--- config.mk ---
export PLATFORM = sky130hd
export DESIGN_NAME = chain_code_contour_tracker
export DESIGN_NICKNAME = d
export VERILOG_FILES = /design/src/sv/cctrk_pkg.sv /design/src/sv/chain_code_contour_tracker.sv /design/src/sv/cctrk_step.sv
export SDC_FILE = /design/constraint.sdc
export NUM_CORES = 1
export LEC_CHECK = 0
export ABC_CLOCK_PERIOD_IN_PS = 27600
export BUFFER_PORTS_ARGS = -buffer_cell sky130_fd_sc_hd__buf_2
export CAP_MARGIN = 20
export CORE_ASPECT_RATIO = 1.2
export CORE_UTILIZATION = 35
export DETAILED_ROUTE_END_ITERATION = 6
export PLACE_DENSITY_LB_ADDON = 0.2
export SLEW_MARGIN = 10
export SYNTH_ARGS = -nofsm -noshare
export SYNTH_HDL_FRONTEND = slang
export SYNTH_SLANG_ARGS = --single-unit
--- constraint.sdc ---
create_clock -name aclk -period 27.6 [get_ports aclk]
set_input_delay 5.52 -clock aclk [delete_from_list [all_inputs] [get_ports aclk]]
set_output_delay 5.52 -clock aclk [all_outputs]
set_load 0.02 [all_outputs]
--- src/sv/cctrk_pkg.sv ---
`timescale 1ns / 1ps
// Shared types, codes and direction helpers for the chain code contour tracker.
// Used by cctrk_step and chain_code_contour_tracker; depends on nothing else.
package cctrk_pkg;

    localparam int COORD_BITS_DEFAULT = 16;
    localparam int COUNT_BITS_DEFAULT = 24;
    localparam int DIR_BITS           = 3;
    localparam int STATUS_BITS        = 2;
    localparam int TURN_BITS          = 4;

    localparam logic KIND_BEGIN  = 1'b0;
    localparam logic KIND_APPEND = 1'b1;

    localparam logic [STATUS_BITS-1:0] STATUS_OK       = 2'd0;
    localparam logic [STATUS_BITS-1:0] STATUS_NO_BEGIN = 2'd1;
    localparam logic [STATUS_BITS-1:0] STATUS_OVERFLOW = 2'd2;

    localparam logic [DIR_BITS-1:0] DIR_EAST       = 3'd0;
    localparam logic [DIR_BITS-1:0] DIR_NORTH_EAST = 3'd1;
    localparam logic [DIR_BITS-1:0] DIR_NORTH      = 3'd2;
    localparam logic [DIR_BITS-1:0] DIR_NORTH_WEST = 3'd3;
    localparam logic [DIR_BITS-1:0] DIR_WEST       = 3'd4;
    localparam logic [DIR_BITS-1:0] DIR_SOUTH_WEST = 3'd5;
    localparam logic [DIR_BITS-1:0] DIR_SOUTH      = 3'd6;
    localparam logic [DIR_BITS-1:0] DIR_SOUTH_EAST = 3'd7;

    typedef struct packed {
        logic                started;
        logic                have_codes;
        logic                hole_flag;
        logic [DIR_BITS-1:0] first_dir;
        logic [DIR_BITS-1:0] prev_dir;
    } track_flags_t;

    typedef logic signed [1:0] step_t;
    typedef logic signed [TURN_BITS-1:0] turn_t;

    function automatic step_t dir_dx(input logic [DIR_BITS-1:0] dir);
        step_t d;
        unique case (dir)
            DIR_EAST, DIR_NORTH_EAST, DIR_SOUTH_EAST: d = 2'sd1;
            DIR_NORTH, DIR_SOUTH:                     d = 2'sd0;
            default:                                  d = -2'sd1;
        endcase
        return d;
    endfunction

    function automatic step_t dir_dy(input logic [DIR_BITS-1:0] dir);
        step_t d;
        unique case (dir)
            DIR_NORTH_EAST, DIR_NORTH, DIR_NORTH_WEST: d = 2'sd1;
            DIR_EAST, DIR_WEST:                        d = 2'sd0;
            default:                                   d = -2'sd1;
        endcase
        return d;
    endfunction

    // The turn from one direction to the next, wrapped to the range -3 to 4.
    function automatic turn_t turn_step(input logic [DIR_BITS-1:0] now,
                                        input logic [DIR_BITS-1:0] prev);
        logic [DIR_BITS-1:0] diff;
        turn_t t;
        diff = now - prev;
        if (diff > 3'd4) begin
            t = $signed({1'b0, diff}) - 4'sd8;
        end else begin
            t = $signed({1'b0, diff});
        end
        return t;
    endfunction

endpackage

--- src/sv/chain_code_contour_tracker.sv ---
`timescale 1ns / 1ps
// Top level of the chain code contour tracker: contour state and result register.
// Depends on cctrk_pkg and cctrk_step.
//
// Usage:
// The s_ channel carries one chain code transaction: s_kind selects a begin at
// (s_point_x, s_point_y) or an append of the Freeman direction s_code. The m_
// channel returns exactly one result per input transaction, showing the contour
// state after that step: end point, bounding box, turn sum, closed and hole
// flags, step counts and a status code.
// Each transaction is handled by the combinational next-state logic, and its
// result appears on the m_ channel in the cycle after acceptance. The block
// sustains one transaction per cycle while the receiver takes each result; the
// single result register sets the throughput.
// s_ready is high while the result register is empty or is being emptied in the
// same cycle, so a stalled receiver holds the result and blocks new input only
// until it takes it.
// Synchronous reset clears the contour state to zero, with no contour begun, and
// empties the result register.
module chain_code_contour_tracker #(
    parameter int COORD_BITS = cctrk_pkg::COORD_BITS_DEFAULT,
    parameter int COUNT_BITS = cctrk_pkg::COUNT_BITS_DEFAULT
) (
    input  logic                                  aclk,
    input  logic                                  aresetn,
    input  logic                                  s_valid,
    output logic                                  s_ready,
    input  logic                                  s_kind,
    input  logic signed [COORD_BITS-1:0]          s_point_x,
    input  logic signed [COORD_BITS-1:0]          s_point_y,
    input  logic        [cctrk_pkg::DIR_BITS-1:0] s_code,
    output logic                                  m_valid,
    input  logic                                  m_ready,
    output logic signed [COORD_BITS-1:0]          m_end_x,
    output logic signed [COORD_BITS-1:0]          m_end_y,
    output logic signed [COORD_BITS-1:0]          m_box_x_min,
    output logic signed [COORD_BITS-1:0]          m_box_x_max,
    output logic signed [COORD_BITS-1:0]          m_box_y_min,
    output logic signed [COORD_BITS-1:0]          m_box_y_max,
    output logic signed [COUNT_BITS-1:0]          m_turn_sum,
    output logic                                  m_closed,
    output logic                                  m_hole,
    output logic        [COUNT_BITS-1:0]          m_straight_steps,
    output logic        [COUNT_BITS-1:0]          m_diagonal_steps,
    output logic        [cctrk_pkg::STATUS_BITS-1:0] m_status
);
    import cctrk_pkg::*;

    track_flags_t                 flags_reg, flags_next;
    logic signed [COORD_BITS-1:0] origin_x_reg, origin_x_next;
    logic signed [COORD_BITS-1:0] origin_y_reg, origin_y_next;
    logic signed [COORD_BITS-1:0] tip_x_reg, tip_x_next;
    logic signed [COORD_BITS-1:0] tip_y_reg, tip_y_next;
    logic signed [COORD_BITS-1:0] x_min_reg, x_min_next;
    logic signed [COORD_BITS-1:0] x_max_reg, x_max_next;
    logic signed [COORD_BITS-1:0] y_min_reg, y_min_next;
    logic signed [COORD_BITS-1:0] y_max_reg, y_max_next;
    logic signed [COUNT_BITS-1:0] turn_total_reg, turn_total_next;
    logic        [COUNT_BITS-1:0] axis_count_reg, axis_count_next;
    logic        [COUNT_BITS-1:0] diag_count_reg, diag_count_next;
    logic                         step_closed;
    logic [STATUS_BITS-1:0]       step_status;

    logic                         out_valid_reg;
    logic signed [COORD_BITS-1:0] out_end_x_reg, out_end_y_reg;
    logic signed [COORD_BITS-1:0] out_x_min_reg, out_x_max_reg;
    logic signed [COORD_BITS-1:0] out_y_min_reg, out_y_max_reg;
    logic signed [COUNT_BITS-1:0] out_turn_reg;
    logic                         out_closed_reg, out_hole_reg;
    logic        [COUNT_BITS-1:0] out_axis_reg, out_diag_reg;
    logic [STATUS_BITS-1:0]       out_status_reg;

    logic                         s_accept;

    assign s_ready  = !out_valid_reg || m_ready;
    assign s_accept = s_valid && s_ready;

    cctrk_step #(
        .COORD_BITS (COORD_BITS),
        .COUNT_BITS (COUNT_BITS)
    ) u_step (
        .flags           (flags_reg),
        .origin_x        (origin_x_reg),
        .origin_y        (origin_y_reg),
        .tip_x           (tip_x_reg),
        .tip_y           (tip_y_reg),
        .x_min           (x_min_reg),
        .x_max           (x_max_reg),
        .y_min           (y_min_reg),
        .y_max           (y_max_reg),
        .turn_total      (turn_total_reg),
        .axis_count      (axis_count_reg),
        .diag_count      (diag_count_reg),
        .kind            (s_kind),
        .point_x         (s_point_x),
        .point_y         (s_point_y),
        .code            (s_code),
        .flags_next      (flags_next),
        .origin_x_next   (origin_x_next),
        .origin_y_next   (origin_y_next),
        .tip_x_next      (tip_x_next),
        .tip_y_next      (tip_y_next),
        .x_min_next      (x_min_next),
        .x_max_next      (x_max_next),
        .y_min_next      (y_min_next),
        .y_max_next      (y_max_next),
        .turn_total_next (turn_total_next),
        .axis_count_next (axis_count_next),
        .diag_count_next (diag_count_next),
        .closed          (step_closed),
        .status          (step_status)
    );

    always_ff @(posedge aclk) begin
        if (!aresetn) begin
            flags_reg      <= '0;
            origin_x_reg   <= '0;
            origin_y_reg   <= '0;
            tip_x_reg      <= '0;
            tip_y_reg      <= '0;
            x_min_reg      <= '0;
            x_max_reg      <= '0;
            y_min_reg      <= '0;
            y_max_reg      <= '0;
            turn_total_reg <= '0;
            axis_count_reg <= '0;
            diag_count_reg <= '0;
        end else if (s_accept) begin
            flags_reg      <= flags_next;
            origin_x_reg   <= origin_x_next;
            origin_y_reg   <= origin_y_next;
            tip_x_reg      <= tip_x_next;
            tip_y_reg      <= tip_y_next;
            x_min_reg      <= x_min_next;
            x_max_reg      <= x_max_next;
            y_min_reg      <= y_min_next;
            y_max_reg      <= y_max_next;
            turn_total_reg <= turn_total_next;
            axis_count_reg <= axis_count_next;
            diag_count_reg <= diag_count_next;
        end
    end

    always_ff @(posedge aclk) begin
        if (!aresetn) begin
            out_valid_reg <= 1'b0;
        end else if (s_accept) begin
            out_valid_reg <= 1'b1;
        end else if (m_ready) begin
            out_valid_reg <= 1'b0;
        end
    end

    always_ff @(posedge aclk) begin
        if (s_accept) begin
            out_end_x_reg  <= tip_x_next;
            out_end_y_reg  <= tip_y_next;
            out_x_min_reg  <= x_min_next;
            out_x_max_reg  <= x_max_next;
            out_y_min_reg  <= y_min_next;
            out_y_max_reg  <= y_max_next;
            out_turn_reg   <= turn_total_next;
            out_closed_reg <= step_closed;
            out_hole_reg   <= flags_next.hole_flag;
            out_axis_reg   <= axis_count_next;
            out_diag_reg   <= diag_count_next;
            out_status_reg <= step_status;
        end
    end

    assign m_valid          = out_valid_reg;
    assign m_end_x          = out_end_x_reg;
    assign m_end_y          = out_end_y_reg;
    assign m_box_x_min      = out_x_min_reg;
    assign m_box_x_max      = out_x_max_reg;
    assign m_box_y_min      = out_y_min_reg;
    assign m_box_y_max      = out_y_max_reg;
    assign m_turn_sum       = out_turn_reg;
    assign m_closed         = out_closed_reg;
    assign m_hole           = out_hole_reg;
    assign m_straight_steps = out_axis_reg;
    assign m_diagonal_steps = out_diag_reg;
    assign m_status         = out_status_reg;

    // An append before any begin must report the missing begin.
    assert property (@(posedge aclk) disable iff (!aresetn)
        (s_accept && s_kind == KIND_APPEND && !flags_reg.started)
        |=> (m_status == STATUS_NO_BEGIN))
    else $error("append before begin not reported");

    // A begin yields a closed contour with cleared sum and counts.
    assert property (@(posedge aclk) disable iff (!aresetn)
        (s_accept && s_kind == KIND_BEGIN)
        |=> (m_closed && m_turn_sum == '0 && m_straight_steps == '0 &&
             m_diagonal_steps == '0 && m_status == STATUS_OK))
    else $error("begin did not reset contour features");

    // A rejected step leaves the end point where it was.
    assert property (@(posedge aclk) disable iff (!aresetn)
        (s_accept && step_status == STATUS_OVERFLOW)
        |=> (m_end_x == $past(tip_x_reg) && m_end_y == $past(tip_y_reg)))
    else $error("end point moved on coordinate overflow");

    // The end point always lies inside the bounding box.
    assert property (@(posedge aclk) disable iff (!aresetn)
        m_valid |-> (m_box_x_min <= m_end_x && m_end_x <= m_box_x_max &&
                     m_box_y_min <= m_end_y && m_end_y <= m_box_y_max))
    else $error("end point outside bounding box");

endmodule

--- src/sv/cctrk_step.sv ---
`timescale 1ns / 1ps
// Next-state logic of the contour tracker for one chain code transaction.
// Depends on cctrk_pkg for the flag struct, status codes and direction helpers.
module cctrk_step #(
    parameter int COORD_BITS = cctrk_pkg::COORD_BITS_DEFAULT,
    parameter int COUNT_BITS = cctrk_pkg::COUNT_BITS_DEFAULT
) (
    input  cctrk_pkg::track_flags_t              flags,
    input  logic signed [COORD_BITS-1:0]         origin_x,
    input  logic signed [COORD_BITS-1:0]         origin_y,
    input  logic signed [COORD_BITS-1:0]         tip_x,
    input  logic signed [COORD_BITS-1:0]         tip_y,
    input  logic signed [COORD_BITS-1:0]         x_min,
    input  logic signed [COORD_BITS-1:0]         x_max,
    input  logic signed [COORD_BITS-1:0]         y_min,
    input  logic signed [COORD_BITS-1:0]         y_max,
    input  logic signed [COUNT_BITS-1:0]         turn_total,
    input  logic        [COUNT_BITS-1:0]         axis_count,
    input  logic        [COUNT_BITS-1:0]         diag_count,
    input  logic                                 kind,
    input  logic signed [COORD_BITS-1:0]         point_x,
    input  logic signed [COORD_BITS-1:0]         point_y,
    input  logic        [cctrk_pkg::DIR_BITS-1:0] code,
    output cctrk_pkg::track_flags_t              flags_next,
    output logic signed [COORD_BITS-1:0]         origin_x_next,
    output logic signed [COORD_BITS-1:0]         origin_y_next,
    output logic signed [COORD_BITS-1:0]         tip_x_next,
    output logic signed [COORD_BITS-1:0]         tip_y_next,
    output logic signed [COORD_BITS-1:0]         x_min_next,
    output logic signed [COORD_BITS-1:0]         x_max_next,
    output logic signed [COORD_BITS-1:0]         y_min_next,
    output logic signed [COORD_BITS-1:0]         y_max_next,
    output logic signed [COUNT_BITS-1:0]         turn_total_next,
    output logic        [COUNT_BITS-1:0]         axis_count_next,
    output logic        [COUNT_BITS-1:0]         diag_count_next,
    output logic                                 closed,
    output logic        [cctrk_pkg::STATUS_BITS-1:0] status
);
    import cctrk_pkg::*;

    localparam logic signed [COUNT_BITS:0] TURN_MAX = {2'b00, {(COUNT_BITS-1){1'b1}}};
    localparam logic signed [COUNT_BITS:0] TURN_MIN = {2'b11, {(COUNT_BITS-1){1'b0}}};

    step_t                        dx;
    step_t                        dy;
    logic signed [COORD_BITS:0]   nx_wide;
    logic signed [COORD_BITS:0]   ny_wide;
    logic                         overflow;
    logic signed [COORD_BITS-1:0] nx;
    logic signed [COORD_BITS-1:0] ny;
    logic signed [COUNT_BITS-1:0] turn_mid;
    logic [DIR_BITS-1:0]          first_eff;
    logic                         at_origin;

    function automatic logic signed [COUNT_BITS-1:0] turn_add(
        input logic signed [COUNT_BITS-1:0] sum,
        input turn_t                        d
    );
        logic signed [COUNT_BITS:0] t;
        logic signed [COUNT_BITS-1:0] r;
        t = {sum[COUNT_BITS-1], sum} + {{(COUNT_BITS+1-TURN_BITS){d[TURN_BITS-1]}}, d};
        if (t > TURN_MAX) begin
            r = TURN_MAX[COUNT_BITS-1:0];
        end else if (t < TURN_MIN) begin
            r = TURN_MIN[COUNT_BITS-1:0];
        end else begin
            r = t[COUNT_BITS-1:0];
        end
        return r;
    endfunction

    assign dx       = dir_dx(code);
    assign dy       = dir_dy(code);
    assign nx_wide  = {tip_x[COORD_BITS-1], tip_x} + {{(COORD_BITS-1){dx[1]}}, dx};
    assign ny_wide  = {tip_y[COORD_BITS-1], tip_y} + {{(COORD_BITS-1){dy[1]}}, dy};
    assign overflow = (nx_wide[COORD_BITS] != nx_wide[COORD_BITS-1]) ||
                      (ny_wide[COORD_BITS] != ny_wide[COORD_BITS-1]);
    assign nx        = nx_wide[COORD_BITS-1:0];
    assign ny        = ny_wide[COORD_BITS-1:0];
    assign at_origin = (nx == origin_x) && (ny == origin_y);
    assign first_eff = flags.have_codes ? flags.first_dir : code;
    assign turn_mid  = flags.have_codes ? turn_add(turn_total, turn_step(code, flags.prev_dir))
                                        : '0;

    always_comb begin
        flags_next      = flags;
        origin_x_next   = origin_x;
        origin_y_next   = origin_y;
        tip_x_next      = tip_x;
        tip_y_next      = tip_y;
        x_min_next      = x_min;
        x_max_next      = x_max;
        y_min_next      = y_min;
        y_max_next      = y_max;
        turn_total_next = turn_total;
        axis_count_next = axis_count;
        diag_count_next = diag_count;
        status          = STATUS_OK;
        if (kind == KIND_BEGIN) begin
            flags_next      = '0;
            flags_next.started = 1'b1;
            origin_x_next   = point_x;
            origin_y_next   = point_y;
            tip_x_next      = point_x;
            tip_y_next      = point_y;
            x_min_next      = point_x;
            x_max_next      = point_x;
            y_min_next      = point_y;
            y_max_next      = point_y;
            turn_total_next = '0;
            axis_count_next = '0;
            diag_count_next = '0;
        end else if (!flags.started) begin
            status = STATUS_NO_BEGIN;
        end else if (overflow) begin
            status = STATUS_OVERFLOW;
        end else begin
            tip_x_next = nx;
            tip_y_next = ny;
            if (nx < x_min) begin
                x_min_next = nx;
            end
            if (nx > x_max) begin
                x_max_next = nx;
            end
            if (ny < y_min) begin
                y_min_next = ny;
            end
            if (ny > y_max) begin
                y_max_next = ny;
            end
            flags_next.have_codes = 1'b1;
            flags_next.first_dir  = first_eff;
            flags_next.prev_dir   = code;
            if (code[0]) begin
                diag_count_next = (&diag_count) ? diag_count : diag_count + 1'b1;
            end else begin
                axis_count_next = (&axis_count) ? axis_count : axis_count + 1'b1;
            end
            turn_total_next = turn_mid;
            if (at_origin) begin
                turn_total_next      = turn_add(turn_mid, turn_step(first_eff, code));
                flags_next.hole_flag = turn_total_next[COUNT_BITS-1];
            end
        end
    end

    assign closed = flags_next.started && (tip_x_next == origin_x_next) &&
                    (tip_y_next == origin_y_next);

endmodule
==> results.sh, run 1 <==
export IMPL_outcome="finished, violations left"
export IMPL_violations_in_the_final_reports="DRC"
export IMPL_cts_hold_buffers_added=0
export IMPL_detail_route_iter0_violations=1449
export IMPL_chipWidth_um=238
export IMPL_worst_slew_pin_slew_ns=1.12
export IMPL_final_std_cells_w_o_fill=3774
export IMPL_hold_viol_final=0
export IMPL_slew_violations=0
export IMPL_use_met3_pct=2.96
export IMPL_number_of_nets_in_the_finished_design=3040
export IMPL_vias_per_cell=5.58
export IMPL_antenna_found_initial=1
export IMPL_worst_slew_margin_pct=25.4
export IMPL_ant_nets=0
export IMPL_endpoint_kind="flop"
export IMPL_largest_net_degree_at_the_start_of_global_routing=71
export IMPL_cts_clk_slew_worst_paths_ns=0.06
export IMPL_port_buffers=213
export IMPL_sw_frac_of_total_pct=32.8
export IMPL_ctsHtreeMaxLevel=2
export IMPL_crit_required_ns=28.04
export IMPL_timing_fmax_ghz=0.0739
export IMPL_postCtsSetupBuffers=0
export IMPL_number_of_cts_inserted_buffers=42
export IMPL_clock_skew_ns=0.0254
export IMPL_overflow=0
export IMPL_vdd_drop_max_v=0.0000370
export IMPL_gate_count_post_synth=2678
export IMPL_timing_critical_path_arrival_ns=13.97
export IMPL_timing_hold_worst_start="flags_reg[3]"
export IMPL_syn_area_per_cell_sq_um=8.73
export IMPL_ys_async_sr_fraction_pct=0
export IMPL_critical_path_reg2reg_startpoint="flags_reg[0]"
export IMPL_floorplan_core_area_sq_mm=0.0660
export IMPL_setup_slack_of_the_worst_register_to_register_path_ns=19.01
export IMPL_globalRouteMet2Util_pct=38.6
export IMPL_period_share_pct=49.0
export IMPL_tritoncts="done"
export IMPL_intPower_mw=1.09
export IMPL_rr_worst_depth=29
export IMPL_timing_critical_path_slowest_cell_delay_ns=0.68
export IMPL_number_of_synthesized_flops_with_an_enable_pin=172
export IMPL_maxcap_viol_count=0
export IMPL_final_min_clock_period_ns=13.53
export IMPL_synth_top_cell_by_area="edfxtp_1"
export IMPL_postSynth_topFlopCell="dfxtp_1"
export IMPL_postCtsResizedCells=0
export IMPL_mostFrequentLayoutCells="365 x nand2_1, 320 x a21oi_1, 212 x buf_2, 210 x dfxtp_1, 190 x nor2_1"
export IMPL_critical_path_top_delay_cell="nand2_1"
export IMPL_global_route_usage_total_pct=23.2
export IMPL_cts_root_buffer_cell="clkbuf_16"
export IMPL_post_route_drc_count=5
export IMPL_yosys_cell_types_count=89
export IMPL_worstHoldEndpoint="flags_reg[3]"
export IMPL_final_replace_weighted_congestion=0.935
export IMPL_grt_busiest_layer="met2"
export IMPL_postSynthRegisterBits=382
export IMPL_crit_path_max_fo=21
export IMPL_insertedDiodeCount=0
export IMPL_pwr_share_seq_pct=39.9
export IMPL_timing_setup_tns_ns=0
export IMPL_post_drt_wl_per_cell_um=21.2
export IMPL_worst_hold_path_num_cells=2
export IMPL_die_area_sq_mm=0.0679
export IMPL_wire_length_after_detailed_routing_um=80000
export IMPL_area_growth_synth_to_final_pct=14.6
export IMPL_std_cell_rows=103
export IMPL_final_fill_count=6702
export IMPL_via_count_of_the_first_global_routing_pass=20700
export IMPL_setup_violations_final=0
export IMPL_post_route_cells_drive_above_1_share_pct=12.7
export IMPL_synthesis_area_sq_mm=0.0234
export IMPL_start_util_pct=35.5
export IMPL_power_density_mw_per_mm2=60.6
export IMPL_post_place_cells=3695
export IMPL_grt_setup_unrepaired="no"
export IMPL_synth_fp_nets=2870
export IMPL_holdWs_ns=0.466
export IMPL_hold_path_class="flop to flop"
export IMPL_number_of_vias_in_the_routed_layout=21100
export IMPL_timing_worst_setup_path_type="primary input to flop"
export IMPL_clock_sink_count=382
export IMPL_grtUsageMet1_pct=31.3
export IMPL_start_kind="primary input"
export IMPL_netlist_area_leader_share_pct=22.1
export IMPL_synthTopCellsByArea="edfxtp_1 22%, dfxtp_1 18%, ha_1 7.8%, a21oi_1 6.8%, nand2_1 5.9%"
export IMPL_drt_pass1_iter_count=7
export IMPL_power_net_switching_mw=0.533
export IMPL_clk_path_buf_depth=3
export IMPL_ys_seq_area_share_pct=40.1
export IMPL_top_level_ports=214
export IMPL_yosys_warnings=0
export IMPL_mostFrequentLayoutCell="nand2_1"
export IMPL_worstSkewPairLatency_ns=0.59
export IMPL_dpl_hpwl_um=57600
export IMPL_comb_power_share_pct=24.1
export IMPL_multi_input_area_sq_mm=0.0130
export IMPL_cellLeakagePower_nw=10.8
export IMPL_regToRegEndpoint="m_turn_sum[7]"
export IMPL_seqCellArea_sq_mm=0.00937
export IMPL_grt_first_pass_wirelength_um=123000
export IMPL_die_h_um=285
export IMPL_relative_contribution_of_the_clock_network_to_total_power_pct=36.0
-- cells by family (layout without fill, tap and decap cells) --
| logic type | after synthesis | in the layout | synth area share, % |
|---|---|---|---|
| simple gates | 798 | 798 | 15.3 |
| xor+xnor | 158 | 158 | 6.07 |
| compound gates | 846 | 846 | 22.3 |
| mux | 81 | 81 | 3.54 |
| fa+ha+maj | 155 | 155 | 8.45 |
| flops | 382 | 382 | 40.1 |
| buf+inv | 258 | 462 | 4.29 |
-- stage by stage --
| stage | setup WS [ns] | util [%] | cell area [sq um] | power, mW |
|---|---|---|---|---|
| after floorplan | 13.80 | - | 23400 | 0.919 |
| after global placement | 13.88 | 38.5 | 25400 | 1.04 |
| after detailed placement | 13.71 | 38.5 | 25400 | 1.05 |
| after CTS | 14.24 | 40.6 | 26800 | 1.64 |
| after global routing | 13.29 | 40.6 | 26800 | 1.70 |
| final | 14.07 | 40.6 | 26800 | 1.63 |
-- layer usage --
layer | vias to the layer above | part of all wire (%)
li1 | 10000 | -
met1 | 10300 | 45
met2 | 639 | 47
met3 | 115 | 5.1
met4 | 2 | 2.9
met5 | - | 0.016
-- power groups by stage --
stage | sequential (mW) | clock [mW] | combinational, mW
3_5_place_dp | 0.661 | 0 | 0.387
6_report | 0.649 | 0.585 | 0.391
2_1_floorplan | 0.681 | 0 | 0.238
4_1_cts | 0.649 | 0.600 | 0.389
5_1_grt | 0.653 | 0.619 | 0.429
3_3_place_gp | 0.661 | 0 | 0.383
-- worst max-delay path by stage --
stage	slack [ns]	startpoint	end
after floorplan	13.80	s_code[0]	m_turn_sum[19]
after global placement	13.88	s_code[0]	turn_total_reg[16]
after detailed placement	13.71	s_code[0]	m_turn_sum[7]
after CTS	14.24	s_code[0]	m_turn_sum[7]
after global routing	13.29	s_code[0]	m_turn_sum[7]
final	14.07	s_code[0]	m_turn_sum[7]
-- worst max-delay path, delay by kind of cell --
| family | cells | cell delay [ns] |
|---|---|---|
| xor gates and xnor gates | 2 | 0.39 |
| adders and majority gates | 4 | 1.22 |
| muxes | 1 | 0.28 |
| buffers and inverters | 4 | 0.66 |
| and+or+nand+nor | 4 | 1.24 |
| AOI/OAI and AO/OA | 16 | 4.61 |
-- synthesized netlist by cell type, drive strengths merged (8+ instances only) --
library cell	n
o211ai	31
xor2	81
a31oi	38
edfxtp	172
o31ai	10
dfxtp	210
o21a	27
nor4	10
xnor2	75
a32o	8
nand2	366
ha	146
a211oi	40
nand3	44
buf	22
and3	17
nor2b	16
nor3	57
and4	8
nand2b	19
or3	10
a211o	13
inv	126
or2	10
a22o	17
o21ai	178
o221ai	8
a21oi	324
o22ai	25
a21o	60
mux2i	76
nand4	29
clkbuf	110
nor2	191
-- cell type report --
cell class / count / area share [%]
Clock buffer: 49 / 4.17
Timing Repair Buffer: 258 / 5.29
Multi-Input combinational cell: 2038 / 48.6
Sequential cell: 382 / 34.9
Inverter: 126 / 1.81
Tap cell: 892 / 4.16
Clock inverter: 29 / 1.01
No activity file was read; power rests on OpenSTA's default activity.
==> inputs of run 2 (changes only) <==
Settings changed: ABC_AREA from default to 1, ABC_CLOCK_PERIOD_IN_PS 27600 to 13300.
Clock period 27.6 ns to 13.3 ns, I/O delays scaled along.
==> run 2 against run 1 <==
  * The flow now finishes without violations
  * First-iteration DRC count grew 14%
  * Clock skew grew 0.012 ns
  * Core utilization shrank 0.35 points
  * Via count grew 14%
  * Sequential power grew 110%
  * Critical path type unchanged
==> results.sh, run 2 <==
export IMPL_die_h_um=297
export IMPL_final_replace_weighted_congestion=0.940
export IMPL_die_area_sq_mm=0.0738
export IMPL_mostFrequentLayoutCells="954 x nand2_1, 563 x inv_1, 339 x a21oi_1, 322 x nand3_1, 266 x o21ai_0"
export IMPL_synth_top_cell_by_area="edfxtp_1"
export IMPL_post_drt_wl_per_cell_um=17.5
export IMPL_vdd_drop_max_v=0.0000919
export IMPL_postSynthRegisterBits=382
export IMPL_setup_slack_of_the_worst_register_to_register_path_ns=6.22
export IMPL_number_of_cts_inserted_buffers=45
export IMPL_power_density_mw_per_mm2=127
export IMPL_timing_worst_setup_path_type="primary input to flop"
export IMPL_ys_seq_area_share_pct=36.8
export IMPL_floorplan_core_area_sq_mm=0.0715
export IMPL_synthesis_area_sq_mm=0.0255
export IMPL_cellLeakagePower_nw=14.5
export IMPL_postSynth_topFlopCell="dfxtp_1"
export IMPL_regToRegEndpoint="m_turn_sum[11]"
export IMPL_drt_pass1_iter_count=7
export IMPL_start_kind="primary input"
export IMPL_ys_top_cells_by_count="955 x nand2_1, 563 x inv_1, 339 x a21oi_1, 322 x nand3_1, 267 x o21ai_0"
export IMPL_insertedDiodeCount=0
export IMPL_timing_critical_path_slowest_cell_delay_ns=0.65
export IMPL_cts_clk_slew_worst_paths_ns=0.06
export IMPL_number_of_nets_in_the_finished_design=4026
export IMPL_timing_critical_path_arrival_ns=9.83
export IMPL_start_util_pct=35.6
export IMPL_timing_setup_tns_ns=0
export IMPL_post_route_drc_count=0
export IMPL_wire_length_after_detailed_routing_um=83800
export IMPL_ant_nets=0
export IMPL_clock_skew_ns=0.0373
export IMPL_dpl_hpwl_um=61100
export IMPL_utilization_pct=40.3
export IMPL_synthTopCellsByArea="edfxtp_1 20%, dfxtp_1 17%, nand2_1 14%, inv_1 8.3%, ha_1 7.2%"
export IMPL_synth_most_common_cell="nand2_1"
export IMPL_period_share_pct=71.4
export IMPL_overflow=0
export IMPL_mostFrequentLayoutCell="nand2_1"
export IMPL_use_met3_pct=2.67
export IMPL_ctsHtreeMaxLevel=2
export IMPL_tritoncts="done"
export IMPL_endpoint_kind="flop"
export IMPL_gate_count_post_synth=3692
export IMPL_critical_path_top_delay_cell="nand3_1"
export IMPL_via_count_of_the_first_global_routing_pass=23000
export IMPL_detail_route_iter0_violations=1658
export IMPL_grt_setup_unrepaired="no"
export IMPL_netlist_area_leader_share_pct=20.3
export IMPL_number_of_synthesized_flops_with_an_enable_pin=172
export IMPL_grtUsageMet1_pct=28.9
export IMPL_worst_slew_margin_pct=25.5
export IMPL_setup_violations_final=0
export IMPL_yosys_warnings=0
export IMPL_worst_hold_path_num_cells=2
export IMPL_area_growth_synth_to_final_pct=13.1
export IMPL_outcome="finished clean"
export IMPL_ys_async_sr_fraction_pct=0
export IMPL_postCtsResizedCells=0
export IMPL_global_route_usage_total_pct=22.4
export IMPL_maxcap_viol_count=0
export IMPL_antenna_found_initial=3
export IMPL_clock_sink_count=382
export IMPL_port_buffers=213
export IMPL_synth_fp_nets=3884
export IMPL_hold_path_class="flop to flop"
export IMPL_std_cell_rows=107
export IMPL_vias_per_cell=5.03
export IMPL_grt_first_pass_wirelength_um=130000
export IMPL_number_of_vias_in_the_routed_layout=24100
export IMPL_crit_path_max_fo=23
export IMPL_final_min_clock_period_ns=9.50
export IMPL_slew_violations=0
export IMPL_syn_area_per_cell_sq_um=6.90
export IMPL_layout_setup_ws_ns=3.80
export IMPL_globalRouteMet2Util_pct=38.9
export IMPL_crit_required_ns=13.63
export IMPL_rr_worst_depth=36
export IMPL_clk_path_buf_depth=3
export IMPL_worstSkewPairLatency_ns=0.61
export IMPL_largest_net_degree_at_the_start_of_global_routing=201
export IMPL_cts_root_buffer_cell="clkbuf_16"
export IMPL_timing_critical_path_mode_cell="nand2_1"
export IMPL_cts_hold_buffers_added=0
export IMPL_yosys_cell_types_count=54
export IMPL_postCtsSetupBuffers=0
export IMPL_critical_path_reg2reg_startpoint="flags_reg[0]"
export IMPL_worstHoldEndpoint="flags_reg[1]"
export IMPL_chipWidth_um=248
export IMPL_timing_fmax_ghz=0.105
export IMPL_pre_cts_slack_ns=3.30
export IMPL_hold_viol_final=0
export IMPL_worst_slew_pin_slew_ns=1.12
export IMPL_top_level_ports=214
export IMPL_timing_hold_worst_start="flags_reg[1]"
export IMPL_post_route_cells_drive_above_1_share_pct=9.33
export IMPL_holdWs_ns=0.467
export IMPL_grt_busiest_layer="met2"
run 2: cell count changes in the layout (fill, tap and decap cells not counted), sizes merged, moves of 33 or more:
cell / delta
nand2: +596
inv: +450
nand3: +281
o21ai: +154
mux2i: -75
xnor2: -56
a21o: -49
xor2: -39
nor2: +33
run 2: per-stage QoR:
step / cells / power [mW] / instance area, sq um
after detailed placement: 4712 / 2.39 / 27300
after global placement: 4712 / 2.39 / 27300
after CTS: 4795 / 3.69 / 28800
final: 4796 / 3.65 / 28800
after floorplan: 3692 / 2.09 / 25500
after global routing: 4796 / 3.86 / 28800
run 2: kinds of logic (layout without fill, tap and decap cells):
group           Yosys count  after routing  synth area share, %
compound gates          726            726                 14.8
xor+xnor                 62             62                 2.19
fa+ha+maj               152            152                 7.65
buf+inv                 717            895                 10.8
flops                   382            382                 36.8
mux                       1              1               0.0393
simple gates           1652           1652                 27.7
run 2: area by class of cell:
| type | instances | area [sq um] |
|---|---|---|
| Sequential cell | 382 | 9370 |
| Clock inverter | 18 | 243 |
| Clock buffer | 65 | 1260 |
| Multi-Input combinational cell | 2593 | 13300 |
| Inverter | 579 | 2190 |
| Tap cell | 926 | 1160 |
| Fill cell | 7757 | 42700 |
| Timing Repair Buffer | 233 | 1240 |
run 2: worst max-delay path by stage:
| stage | start | endpoint | depth (start not counted) |
|---|---|---|---|
| finish | s_code[0] | m_turn_sum[11] | 38 |
| floorplan | m_ready | m_box_x_max[0] | 6 |
| CTS | s_code[0] | m_turn_sum[11] | 38 |
| detailed placement | s_code[0] | m_turn_sum[11] | 38 |
| global route | s_code[0] | m_turn_sum[18] | 38 |
| global placement | s_code[0] | m_turn_sum[12] | 37 |
run 2: critical path, delay by kind of cell:
| family | cells | cell delay, ns |
|---|---|---|
| adders and majority gates | 5 | 1.73 |
| and+or+nand+nor | 23 | 3.61 |
| buffers and inverters | 6 | 1.00 |
| AOI/OAI and AO/OA | 3 | 0.56 |
| xor gates and xnor gates | 1 | 0.21 |
run 2: report_power, final:
| group | switching, mW | leakage [nW] | internal (mW) |
|---|---|---|---|
| Sequential | 0.0517 | 3.46 | 1.33 |
| Clock | 0.543 | 0.725 | 0.741 |
| Combinational | 0.683 | 10.3 | 0.301 |
run 2: layer usage:
layer	vias to the layer above	part of all wire, %
met5	-	0.032
met4	4	2.5
li1	12400	-
met2	519	48
met1	11100	45
met3	110	4.4
